### src/hw/rtl/dmhs_pkg.sv
package dmhs_pkg;

  localparam int KeyBits = 32;
  localparam int CfgBits = 9;

  localparam logic [2:0] REQ_ADD        = 3'd0;
  localparam logic [2:0] REQ_FIND       = 3'd1;
  localparam logic [2:0] REQ_REMOVE     = 3'd2;
  localparam logic [2:0] REQ_ITER_START = 3'd3;
  localparam logic [2:0] REQ_ITER_NEXT  = 3'd4;
  localparam logic [2:0] REQ_ITER_REM   = 3'd5;

  // register index, taken from paddr[2]
  localparam logic CFG_ACTIVE_SIZE = 1'b0;

  localparam logic [CfgBits-1:0] ActiveSizeRst = CfgBits'(256);

  typedef struct packed {
    logic [2:0]         req_type;
    logic [KeyBits-1:0] key;
  } hs_req_t;

  typedef struct packed {
    logic               found;
    logic [KeyBits-1:0] item_value;
    logic               iter_done;
  } hs_rsp_t;

endpackage

### src/hw/rtl/dmhs_mod_unit.sv
module dmhs_mod_unit import dmhs_pkg::*; #(
  parameter int TABLE_SLOTS = 256
) (
  input  logic                             clk_i,
  input  logic                             rst_ni,
  input  logic                             start_i,
  input  logic [KeyBits-1:0]               dividend_i,
  input  logic [$clog2(TABLE_SLOTS+1)-1:0] divisor_i,
  output logic                             done_o,
  output logic [$clog2(TABLE_SLOTS)-1:0]   rem_o
);

  localparam int PosW = $clog2(TABLE_SLOTS + 1);
  localparam int SlotW = $clog2(TABLE_SLOTS);
  localparam int CntW = $clog2(KeyBits);

  logic              busy_q, busy_d;
  logic              done_q, done_d;
  logic [CntW-1:0]   cnt_q, cnt_d;
  logic [KeyBits-1:0] dvd_q, dvd_d;
  logic [PosW-1:0]   dvs_q, dvs_d;
  logic [PosW-1:0]   rem_q, rem_d;
  logic [PosW:0]     shifted;
  logic [PosW:0]     diff;

  // one restoring step per cycle, msb first
  assign shifted = {rem_q, dvd_q[KeyBits-1]};
  assign diff    = shifted - {1'b0, dvs_q};

  always_comb begin
    busy_d = busy_q;
    done_d = 1'b0;
    cnt_d  = cnt_q;
    dvd_d  = dvd_q;
    dvs_d  = dvs_q;
    rem_d  = rem_q;
    if (busy_q) begin
      dvd_d = {dvd_q[KeyBits-2:0], 1'b0};
      if (shifted >= {1'b0, dvs_q}) begin
        rem_d = diff[PosW-1:0];
      end else begin
        rem_d = shifted[PosW-1:0];
      end
      cnt_d = cnt_q - CntW'(1);
      if (cnt_q == '0) begin
        busy_d = 1'b0;
        done_d = 1'b1;
      end
    end else if (start_i) begin
      busy_d = 1'b1;
      cnt_d  = CntW'(KeyBits - 1);
      dvd_d  = dividend_i;
      dvs_d  = divisor_i;
      rem_d  = '0;
    end
  end

  always_ff @(posedge clk_i or negedge rst_ni) begin
    if (!rst_ni) begin
      busy_q <= 1'b0;
      done_q <= 1'b0;
      cnt_q  <= '0;
    end else begin
      busy_q <= busy_d;
      done_q <= done_d;
      cnt_q  <= cnt_d;
    end
  end

  always_ff @(posedge clk_i) begin
    dvd_q <= dvd_d;
    dvs_q <= dvs_d;
    rem_q <= rem_d;
  end

  // remainder is below the divisor, so it fits a slot index
  assign done_o = done_q;
  assign rem_o  = rem_q[SlotW-1:0];

endmodule

### config.mk
export PLATFORM = sky130hd
export DESIGN_NAME = dmhs_mod_unit
export DESIGN_NICKNAME = d
export VERILOG_FILES = /design/src/hw/rtl/dmhs_pkg.sv /design/src/hw/rtl/dmhs_mod_unit.sv
export SDC_FILE = /design/constraint.sdc
export NUM_CORES = 1
export LEC_CHECK = 0
export ABC_AREA = 1
export ABC_CLOCK_PERIOD_IN_PS = 3980
export BUFFER_PORTS_ARGS = -buffer_cell sky130_fd_sc_hd__buf_2
export CORE_MARGIN = 2
export CORE_UTILIZATION = 60
export CTS_CLUSTER_SIZE = 40
export DETAILED_ROUTE_END_ITERATION = 7
export GPL_TIMING_DRIVEN = 0
export PLACE_DENSITY = 0.85
export RECOVER_POWER = 100
export SYNTH_ARGS = -nofsm -noshare
export SYNTH_HDL_FRONTEND = slang
export SYNTH_SLANG_ARGS = --single-unit
### constraint.sdc
create_clock -name clk_i -period 3.98 [get_ports clk_i]
set_input_delay 0.199 -clock clk_i [delete_from_list [all_inputs] [get_ports clk_i]]
set_output_delay 0.199 -clock clk_i [all_outputs]
set_load 0.03 [all_outputs]
# After elaboration in Yosys (flattened, before gate mapping)
# Cells that the tools add are included.
[classes] reduce_logical=3 add_sub_neg=2 bitwise_logic=1 muxes=12 magnitude_cmp=1
[ops] cell="$mux W32" n=2
[ops] cell="$mux W9" n=3
[ops] cell="$ge A10 B9 Y1" n=1
[ops] cell="$mux W5" n=2
[ops] cell="$sub A9 B9 Y9" n=1
[ops] cell="$logic_not A5 Y1" n=1
[ops] cell="$mux W1" n=5
[ops] cell="$sub A5 B1 Y5 const B" n=1
[ops] cell="$reduce_and A2 Y1" n=1
[ops] cell="$reduce_bool A2 Y1" n=1
[ops] cell="$not A1 Y1" n=1
[totals] inputBits=44 regBits=57 word_cells=26 output_inout_bits=9

# Logic depth before layout (Yosys ltp)
# Gate-level depths: netlist of the first run.
[depth] depth_word=3 mapped_depth=13 mapped_depth_nobuf=13

# Least setup slack after synthesis of the first run
# Ideal clock, no wire load.
[synth_timing] kind="register -> register" startpoint="register dvd_q[31]" endpoint="register rem_q[2], data pin" synth_period_minus_slack_ns=1.815 setup_ns=0.253 t_arrival_ns=1.562 stages_incl_launch_ff=13 t_required_ns=3.727 path_buffers=0 setup_slack_ns=2.165 cell_sequence="edfxtp_1 > inv_1 > ha_1 > inv_1 > fa_1 > nand2_1 > nand2_2 > nand3_2 > nand2_4 > nand2_4 > nand2_2 > nor2_1 > nor2_1"
[synth_via] elab_chain_cells=3 elab_cells_between_ends=4 classes_between="add/sub (1); order compare (1); mux (2)"
[synth_rtl] element="from (decl)" line="dmhs_mod_unit.sv:20" rtl="logic [KeyBits-1:0] dvd_q, dvd_d;"
[synth_rtl] element="from (signal assigned)" line="dmhs_mod_unit.sv:71" rtl="dvd_q <= dvd_d;"
[synth_rtl] element="$sub A9 B9 Y9 / $ge A10 B9 Y1 (equally long branches)" line="dmhs_mod_unit.sv:28, dmhs_mod_unit.sv:39"
[synth_rtl] element="$mux W9 *" line="dmhs_mod_unit.sv:39" rtl="if (shifted >= {1'b0, dvs_q}) begin"
[synth_rtl] element="$mux W9 *" line="dmhs_mod_unit.sv:37" rtl="if (busy_q) begin"
[synth_rtl] element="to (signal assigned)" line="dmhs_mod_unit.sv:73" rtl="rem_q <= rem_d;"
[synth_rtl] element="to (decl)" line="dmhs_mod_unit.sv:22" rtl="logic [PosW-1:0] rem_q, rem_d;"
# Every way passes the cells marked *; elsewhere a longest branch is shown, timed or not.
# A chain may end at the register's enable or synchronous reset.

# Worst setup path in the final report of the first run
[layout_timing] startpoint="register busy_q" endpoint="register dvd_q[23] (enable)"
[layout_via] elab_chain_cells=1
[layout_rtl] element="from (decl)" line="dmhs_mod_unit.sv:17" rtl="logic busy_q, busy_d;"
[layout_rtl] element="from (signal assigned)" line="dmhs_mod_unit.sv:64" rtl="busy_q <= busy_d;"
[layout_rtl] element="$reduce_bool A2 Y1 (no source line)"
# No other way between the ends.

==> metrics, run 1 <==
critical-path cell list=clkbuf_1 -> nor2_1 -> inv_1; die area=5510 µm²; grt ovf=0; Post-CTS Repair Setup Buffers=0; Syn Inst Count=between 200 and 300; initial DRC count=150; Buffers on Ports=52; Post-DP HPWL=roughly 3.9 mm; VDD IR-drop max=0.461 mV; fillcell total=345; crit path from=busy_q; Final Cycle Share=60.6%; slowest cell delay on critical path=around 1.2 ns; Syn Area/Cell=approximately 11 µm²; Slew headroom=-3.96%; most used cells in the layout excluding fill and tap cells=nand2_1, edfxtp_1, buf_2, inv_1, a22o_1; reg2reg end=dvd_q[23]; Layout area overhead=17.6%; hold crit path type=in2reg; Synth area leader=edfxtp_1; clk buf depth=2; Die Y=74.2 µm; Syn Nets=~330; Routability Congestion=a little under 0.9; Place WS=between 1.5 and 2 ns; Max Clock Freq=roughly 0.41 GHz; Ant. Diodes=0; Rows=25; Max-cap violations=1; vias in the first global route=2,074; Starting Density=62.6%; IO Pins=between 50 and 60; Synth cell types=33; Setup violations, final=0; largest cells by area after synthesis=edfxtp_1, a22o_1, dfrtp_1; WL final=5.73 mm; Total GRT Usage=22.7%; P_leak=between 1.5 and 2 nW; Final Max Slew Viols=42; crit-path max FO=between 40 and 50; final setup margin=1.57 ns; worst clock skew=0.00589 ns; Tightest Pin Transition=1.56 ns; crit path launch type=flip-flop; Yosys reg bits=57; via count=~2,100; DRT antenna net count=0; Clock Sinks=57; status=complete, but fails checks; CP Capture Type=flip-flop; WP data arrival=2.33 ns; post-placement cell area=approximately 3300 µm²; Vias/cell=5.17; worst setup path endpoint=dvd_q[23]; largest net degree at the start of global routing=42; antenna violations before repair=0; Layout Utilization=73.6%; mean routed wirelength per cell=13.9 µm; minimum clock period=between 2 and 2.5 ns; design area=~3500 µm²; Hold Fails Final Rpt=0; critical path's slowest cell=inv_1; violated checks=capacitance limit, slew limit; worst path buffer plus inverter count=2; share of cells above drive strength 1=24.6%; Yosys warnings=0; flop2flop setup slack=roughly 1.6 ns; Clock transition at path regs=0.06 ns; cells on worst reg2reg path=3; CTS root buf=clkbuf_8; DRC viols=0; H-tree levels=3; CTS tree=done; Critical R2R Launch=busy_q; Top delay family on crit path=buffers and inverters; core area=approximately 4700 µm²; clk_lat worst skew=roughly 0.32 ns; TritonRoute pass-1 iters=4; unrepaired setup endpoints after global routing=false; Num CTS Buffers=9; critical path depth=3; first-pass GRT wire length=between 9 and 10 mm; top-area cell type share of the netlist area=between 40 and 50%; Nets=397; sequential share of the synthesized area=56.3%; power per cell area=roughly 840 nW/µm²; setup tns final=0 ns; DIE WIDTH=approximately 74 µm; Cell Area, Synth=2960 µm²; critical path type=reg2reg; WP data required=3.90 ns
synthesized netlist by cell type:
| cell type | instances |
|---|---|
| nand2_1 | 46 |
| clkbuf_1 | 2 |
| nand3_1 | 9 |
| xnor2_1 | 2 |
| a21oi_2 | 2 |
| xor2_1 | 1 |
| dfrtp_1 | 7 |
| buf_2 | 5 |
| ha_1 | 11 |
| o21ai_0 | 7 |
| a22oi_1 | 1 |
| nor2_1 | 21 |
| nor2_2 | 4 |
| a22o_1 | 30 |
| edfxtp_1 | 49 |
| inv_2 | 5 |
| nor3_1 | 1 |
| nand2_2 | 7 |
| nand4_1 | 2 |
| clkinv_1 | 3 |
| nand3b_1 | 7 |
| nand2_4 | 2 |
| fa_1 | 1 |
| a21oi_1 | 3 |
| dfxtp_1 | 1 |
| inv_1 | 33 |
| nor2_4 | 2 |
| or3b_1 | 1 |
| nand3_2 | 1 |
| buf_6 | 1 |
| or2_0 | 1 |
| buf_4 | 8 |
| inv_4 | 1 |
metal layers:
metal,routed length [µm],GRT usage (%),share of wire (%),up-vias
met5,0,0,0,-
met4,97,12.3,1.7,0
met3,336,6.50,5.9,10
met2,2890,37.3,50,58
met1,2410,27.0,42,1003
li1,-,-,-,1065
report_power, final:
part / switching (mW) / internal, mW / total [mW]
registers: 0.112 / 0.985 / 1.10
logic: 0.751 / 0.520 / 1.27
clock network: 0.214 / 0.340 / 0.554
flip-flops by register name, summed over array words and instances, names as in the netlist:
| name | flops |
|---|---|
| rem_q | 9 |
| cnt_q | 5 |
| busy_q | 1 |
| dvs_q | 9 |
| done_o | 1 |
| dvd_q | 32 |
cells by family after synthesis:
| logic type | share of synthesized area, % |
|---|---|
| and+or+nand+nor | 17.1 |
| buffers and inverters | 8.93 |
| xor gates and xnor gates | 0.888 |
| adders and majority gates | 5.33 |
| DFF | 56.3 |
| AOI/OAI and AO/OA | 11.4 |
worst reg2reg max path, stage by stage, from the launching register on:
cell and delay (ns):
dfrtp_1 0.32, clkbuf_1 0.36, nor2_1 0.17, inv_1 1.15
worst min-delay path by stage:
stage | startpoint | cells past startpoint | endpoint | slack (ns)
detailed placement | rst_ni | 1 | cnt_q[4] | 0.04
finish | divisor_i[6] | 1 | dvs_q[6] | 0.05
global placement | rst_ni | 1 | cnt_q[4] | 0.04
global route | divisor_i[3] | 1 | dvs_q[3] | 0.03
floorplan | rst_ni | 0 | busy_q | -0.1
CTS | divisor_i[0] | 1 | dvs_q[0] | 0.03
what timing repair did:
| item | CTS | global route |
|---|---|---|
| hold buffers | 1 | 0 |
| endpoints found under the hold margin | 7 | 0 |
| resized for setup | 0 | 0 |
final cells by class:
class	count	area, µm²	share of cell area [%]
clock inverters	2	35.0	1.01
flip-flops and latches	57	1670	47.9
plain buffers	16	98.8	2.84
well taps	67	83.8	2.41
clock buffers	14	173	4.97
repair buffers	53	258	7.41
multi-input cells	162	1000	28.8
inverters	42	160	4.61
stage by stage:
stage	total power [mW]	hold slack, ns	cells
CTS	2.96	0.0344	413
global placement	2.34	0.0377	396
detailed placement	2.39	0.0378	396
finish	2.92	0.0460	413
global route	3.13	0.0285	413
floorplan	2.11	-0.0966	277
Note: power is estimated with default switching activity, not from simulation.
==> run 2: changes to the inputs <==
--- a/config.mk
+++ b/config.mk
@@ -6,14 +6,14 @@
 export NUM_CORES = 1
 export LEC_CHECK = 0
 export ABC_AREA = 1
-export ABC_CLOCK_PERIOD_IN_PS = 3980
+export ABC_CLOCK_PERIOD_IN_PS = 2080
 export BUFFER_PORTS_ARGS = -buffer_cell sky130_fd_sc_hd__buf_2
 export CORE_MARGIN = 2
-export CORE_UTILIZATION = 60
+export CORE_UTILIZATION = 50
 export CTS_CLUSTER_SIZE = 40
 export DETAILED_ROUTE_END_ITERATION = 7
 export GPL_TIMING_DRIVEN = 0
-export PLACE_DENSITY = 0.85
+export PLACE_DENSITY = 0.76
 export RECOVER_POWER = 100
 export SYNTH_ARGS = -nofsm -noshare
 export SYNTH_HDL_FRONTEND = slang
==> constraint.sdc (replaced) <==
create_clock -name clk_i -period 2.08 [get_ports clk_i]
set_input_delay 0.104 -clock clk_i [delete_from_list [all_inputs] [get_ports clk_i]]
set_output_delay 0.104 -clock clk_i [all_outputs]
set_load 0.03 [all_outputs]
==> run 2 against run 1 <==
The run now ends clean. Sequential cell count unchanged. Register-to-register slack got worse by 1.4 ns. First-iteration DRC count stayed put. Design area rose by 4.2%. Via count increased by 1.3%. Sequential power grew 90%. Largest cell class unchanged. Sequential share of layout area fell by 2.0 points. Maximum frequency up 23%. Wire length rose by 2.8%.
==> metrics, run 2 (same netlist as run 1, synthesis figures left out) <==
status=finished clean; Post-DP HPWL=3.96 mm (+1.8%); Layout area overhead=22.5%; crit-path max FO=9 (-78%); unrepaired setup endpoints after global routing=false; clk buf depth=2 (unchanged); critical-path cell list=inv_2 -> ha_1 -> inv_2 -> fa_2 -> nand2_1 -> nand2_2 -> nand3_2 -> nand2_4 -> nand2_4 -> nand2_2 -> nor2_1 -> nor2_1; post-placement cell area=3310 µm² (+0.30%); Clock Sinks=57 (unchanged); TritonRoute pass-1 iters=4 (unchanged); slowest cell delay on critical path=0.37 ns (-0.78 ns); Die Y=80.9 µm (+9.0%); Tightest Pin Transition=0.875 ns (-0.683 ns); Rows=28 (+12%); register with the most flip-flops=dvd_q; most used cells in the layout excluding fill and tap cells=edfxtp_1, nand2_1, buf_2, inv_1, a22o_1; Hold Fails Final Rpt=0 (unchanged); commonest non-fill, non-tap cell in the layout=edfxtp_1; Setup violations, final=0 (unchanged); Register Area=1670 µm² (unchanged); worst hold slack=0.0524 ns (+0.00645 ns); vias in the first global route=2,121 (+2.3%); antenna violations before repair=0 (unchanged); share of cells above drive strength 1=27.2% (+2.7 points); setup tns final=0 ns (unchanged); Final Max Slew Viols=0 (-100%); Routability Congestion=0.873 (about the same); Slew headroom=41.6% (+46 points); mean routed wirelength per cell=13.7 µm (-1.5%); WL final=5.89 mm (+2.8%); Buffers on Ports=52 (unchanged); P_leak=1.69 nW (+3.4%); clk_lat worst skew=0.34 ns (+0.02 ns); area of the multi-input gates=1030 µm² (+2.7%); power per cell area=1570 nW/µm² (+87%); DIE WIDTH=80.9 µm (+9.0%); crit path launch type=flip-flop; via count=2,164 (+1.3%); Max Clock Freq=0.511 GHz (+23%); VDD IR-drop max=0.768 mV (+66%); DRT antenna net count=0 (unchanged); Final Cycle Share=94.1% (+34 points); Num CTS Buffers=9 (unchanged); Finished Layout Cells=431 (+4.4%); DRC viols=0 (unchanged); Vias/cell=5.02 (-2.9%); die area=6550 µm² (+19%); fillcell total=523 (+52%); IO Pins=53 (unchanged); Layout Utilization=62.3% (-11 points); Placed Instances=404 (+2.0%); max FFs per register=32 (unchanged); largest net degree at the start of global routing=42 (unchanged); WP data required=2.17 ns (-1.73 ns); minimum clock period=1.96 ns (-0.453 ns); WP data arrival=2.05 ns (-0.28 ns); Ant. Diodes=0 (unchanged); Max-cap violations=0 (-1); critical path type=reg2reg; Starting Density=50.9% (-12 points); CP Capture Type=flip-flop; core area=5820 µm² (+23%); Post-CTS Repair Setup Buffers=0 (unchanged); first-pass GRT wire length=9.69 mm (+6.3%); Total GRT Usage=19.8% (-2.8 points); CTS root buf=clkbuf_8; design area=3620 µm² (+4.2%); worst clock skew=0.0110 ns (+0.00513 ns); Clock transition at path regs=0.07 ns (about the same); initial DRC count=150 (unchanged); Largest regs=dvd_q x32, dvs_q x9, rem_q x9; critical path's slowest cell=edfxtp_1; grt ovf=0 (unchanged); Nets=407 (+2.5%); CTS tree=done; H-tree levels=3 (unchanged); hold crit path type=in2reg
run 2: changes by cell type in the layout (fill, tap and decap cells not counted), sizes merged:
cell	before	now
dlygate4sd3	1	11
clkbuf	30	27
clkinvlp	0	2
buf	52	53
run 2: timing repair:
item | in CTS | in global routing
hold buffers | 11 | 0
endpoints found under the hold margin | 17 | 0
pin swaps | 0 | 5
setup endpoints to repair | 7 | 9
resized for setup | 1 | 6
run 2: report_power, final:
group / internal [mW] / switching [mW] / total [mW] / leakage (nW)
combinational: 1.03 / 1.48 / 2.51 / 0.968
sequential: 1.88 / 0.208 / 2.09 / 0.622
clock: 0.649 / 0.448 / 1.10 / 0.105
run 2: metal layers:
metal | up-vias | routed length (µm) | track usage [%]
met5 | - | 0 | 0
met4 | 0 | 72 | 6.44
met3 | 9 | 355 | 5.78
met2 | 61 | 2860 | 31.6
met1 | 1005 | 2600 | 26.2
li1 | 1089 | - | -
run 2: critical path: cells and delay by family (launching register included):
kind,cells,cell delay [ns]
and+or+nand+nor,8,0.70
buffers and inverters,2,0.13
adders and majority gates,2,0.52
DFF,1,0.37
run 2: path summary, 6_finish.rpt:
| check | startpoint | to | slack, ns | cells after the start |
|---|---|---|---|---|
| max | dvd_q[31] | rem_q[2] | 0.12 | 12 |
| min | dividend_i[7] | dvd_q[7] | 0.05 | 2 |
| max reg2reg | dvd_q[31] | rem_q[2] | 0.12 | 12 |
| min reg2reg | dvd_q[0] | dvd_q[0] | 0.48 | 2 |
| max in group asynchronous | rst_ni | cnt_q[1] | 1.61 | 2 |
| min in group asynchronous | rst_ni | cnt_q[3] | 0.19 | 2 |
run 2: per-stage QoR:
step	total power, mW	setup WS (ns)
6_report	5.70	0.123
5_1_grt	6.12	0.00256
4_1_cts	5.75	0.0753
3_5_place_dp	4.59	-0.00933
3_3_place_gp	4.49	-0.123
2_1_floorplan	4.03	0.265
run 2: cell type report:
| class | instances | share of cell area [%] |
|---|---|---|
| plain buffers | 16 | 2.80 |
| clock buffers | 12 | 4.56 |
| clock inverters | 4 | 1.38 |
| inverters | 42 | 4.42 |
| multi-input cells | 162 | 28.4 |
| flip-flops and latches | 57 | 46.0 |
| well taps | 75 | 2.59 |
| repair buffers | 63 | 9.87 |
==> run 3: changes to the inputs <==
--- a/config.mk
+++ b/config.mk
@@ -15,6 +15,7 @@
 export GPL_TIMING_DRIVEN = 0
 export PLACE_DENSITY = 0.76
 export RECOVER_POWER = 100
+export REMOVE_ABC_BUFFERS = 1
 export SYNTH_ARGS = -nofsm -noshare
 export SYNTH_HDL_FRONTEND = slang
 export SYNTH_SLANG_ARGS = --single-unit
==> run 3 against run 2 <==
Setup slack lost 0.015 ns. Core utilization grew 0.15 points. First-iteration DRC count grew 19%. Clock skew shrank 0.0061 ns. Power shrank 0.98%. Wire length shrank 0.44%. Sequential power grew 5%. Critical path type unchanged. Combinational power shrank 3%. Global-route usage is essentially flat. Largest power group unchanged.
==> metrics, run 3 (same netlist as run 1, synthesis figures left out) <==
clk buf depth=2 (unchanged); slowest cell delay on critical path=0.38 ns (about the same); initial DRC count=179 (+19%); crit path launch type=flip-flop; reg2reg end=rem_q[3]; final setup margin=0.109 ns (-0.0148 ns); Critical R2R Launch=dvd_q[31]; die area=6550 µm² (unchanged); cell mode on critical path=nor2_1; Clock transition at path regs=0.06 ns (about the same); Place WS=-0.154 ns (-0.145 ns); WL final=5.87 mm (-0.44%); Max-cap violations=0 (unchanged); power per cell area=1550 nW/µm² (-1.2%); TritonRoute pass-1 iters=6 (+2); crit-path max FO=7 (-2); largest net degree at the start of global routing=47 (+12%); hold crit path type=in2reg; Final Cycle Share=94.8% (+0.71 points); Layout Utilization=62.5% (+0.15 points); share of cells above drive strength 1=27.4% (+0.13 points); Tightest Pin Transition=0.611 ns (-0.264 ns); max FFs per register=32 (unchanged); Routability Congestion=0.813 (-6.8%); Buffers on Ports=52 (unchanged); DRC viols=0 (unchanged); fillcell total=513 (-1.9%); Clock Sinks=57 (unchanged); Largest regs=dvd_q x32, dvs_q x9, rem_q x9; commonest non-fill, non-tap cell in the layout=edfxtp_1; critical-path cell list=inv_2 -> ha_4 -> inv_4 -> fa_2 -> nand2_2 -> nand2_4 -> nand3_4 -> nand2_8 -> a21oi_4 -> nor2_1 -> nor2_1; critical path's slowest cell=edfxtp_1; first-pass GRT wire length=9.67 mm (-0.29%); CP Capture Type=flip-flop; clk_lat worst skew=0.33 ns (about the same); CTS tree=done; Vias/cell=5.16 (+2.7%); critical path type=reg2reg; DRT antenna net count=0 (unchanged); IO Pins=53 (unchanged); WP data required=2.27 ns (+0.10 ns); Layout area overhead=22.8%; Die Y=80.9 µm (unchanged); Post-DP HPWL=3.66 mm (-7.6%); via count=2,177 (+0.60%); Starting Density=50.9% (unchanged); most used cells in the layout excluding fill and tap cells=edfxtp_1, nand2_1, buf_2, inv_1, a22o_1; Total GRT Usage=19.8% (-0.039 points); minimum clock period=1.97 ns (+0.0148 ns); Slew headroom=59.2% (+18 points); Register Area=1670 µm² (+0.23%); VDD IR-drop max=0.904 mV (+18%); area of the multi-input gates=1100 µm² (+7.3%); P_leak=1.68 nW (-1.2%); grt ovf=0 (unchanged); Setup violations, final=0 (unchanged); Max Clock Freq=0.507 GHz (-0.75%); core area=5820 µm² (unchanged); WP data arrival=2.16 ns (+0.11 ns); Rows=28 (unchanged); vias in the first global route=2,182 (+2.9%); cells on worst reg2reg path=11 (-1); H-tree levels=3 (unchanged); WHS Path Cells=3 (+1); Num CTS Buffers=9 (unchanged); WHS Endpoint=dvd_q[1]; min-delay src=dividend_i[1]; worst clock skew=0.00494 ns (-0.00608 ns); Hold Fails Final Rpt=0 (unchanged); register with the most flip-flops=dvd_q; Nets=398 (-2.2%); CTS root buf=clkbuf_8; Final Max Slew Viols=0 (unchanged); DIE WIDTH=80.9 µm (unchanged); mean routed wirelength per cell=13.9 µm (+1.7%); Ant. Diodes=0 (unchanged); flop2flop setup slack=0.11 ns (about the same); status=finished clean; antenna violations before repair=0 (unchanged)
run 3: per-layer routing:
metal,track usage [%],wire length (µm),vias to the layer above
li1,-,-,1073
met1,24.9,2540,1042
met2,31.9,2890,52
met3,4.67,347,10
met4,10.2,89,0
met5,0,0,-
run 3: worst max path at each step:
stage / cells after the start / slack (ns) / endpoint / startpoint
floorplan: 2 / -0.35 / dvd_q[10] / busy_q
global placement: 2 / -1.17 / rem_q[8] / busy_q
detailed placement: 2 / -0.15 / rem_q[8] / busy_q
CTS: 12 / 0.02 / rem_q[2] / dvd_q[31]
global route: 11 / -0.005 / rem_q[3] / dvd_q[31]
finish: 11 / 0.11 / rem_q[3] / dvd_q[31]
run 3: power by group:
group          total (mW)  internal [mW]  switching [mW]  leakage, nW
logic                2.43           1.01            1.43        0.949
clock network        1.02          0.602           0.416        0.105
registers            2.19           1.88           0.306        0.622
run 3: critical path, delay by kind of cell (launching register included):
kind	cells	cell delay, ns
AO/OA/AOI/OAI	1	0.28
adder cells (fa/ha/maj)	2	0.50
buffers and inverters	2	0.12
flip-flops	1	0.38
AND/OR/NAND/NOR	6	0.56
run 3: stage by stage:
step | instances | TNS, ns | area [µm²] | hold slack (ns) | total power [mW]
CTS | 415 | 0 | 3530 | 0.0418 | 5.49
global route | 422 | -0.00591 | 3630 | 0.0526 | 6.10
global placement | 388 | -62.05 | 3210 | -0.0580 | 4.33
detailed placement | 388 | -6.32 | 3210 | -0.0607 | 4.43
finish | 422 | 0 | 3630 | 0.0482 | 5.64
floorplan | 261 | -14.13 | 2850 | -0.192 | 3.88
run 3: what timing repair did:
action / 4_1_cts / 5_1_grt
resized for setup: 2 / 13
pin swaps: 0 / 10
buffers inserted: 0 / 5
endpoints found under the setup margin: 48 / 93
hold endpoints to repair: 17 / 0
hold buffers: 11 / 0
cloned: 0 / 2
run 3: final cells by class:
cell class / instances / area share [%]
well taps: 75 / 2.58
inverters: 42 / 4.55
clock inverters: 1 / 0.138
repair buffers: 68 / 10.9
clock buffers: 15 / 5.44
multi-input cells: 164 / 30.4
flip-flops and latches: 57 / 46.0
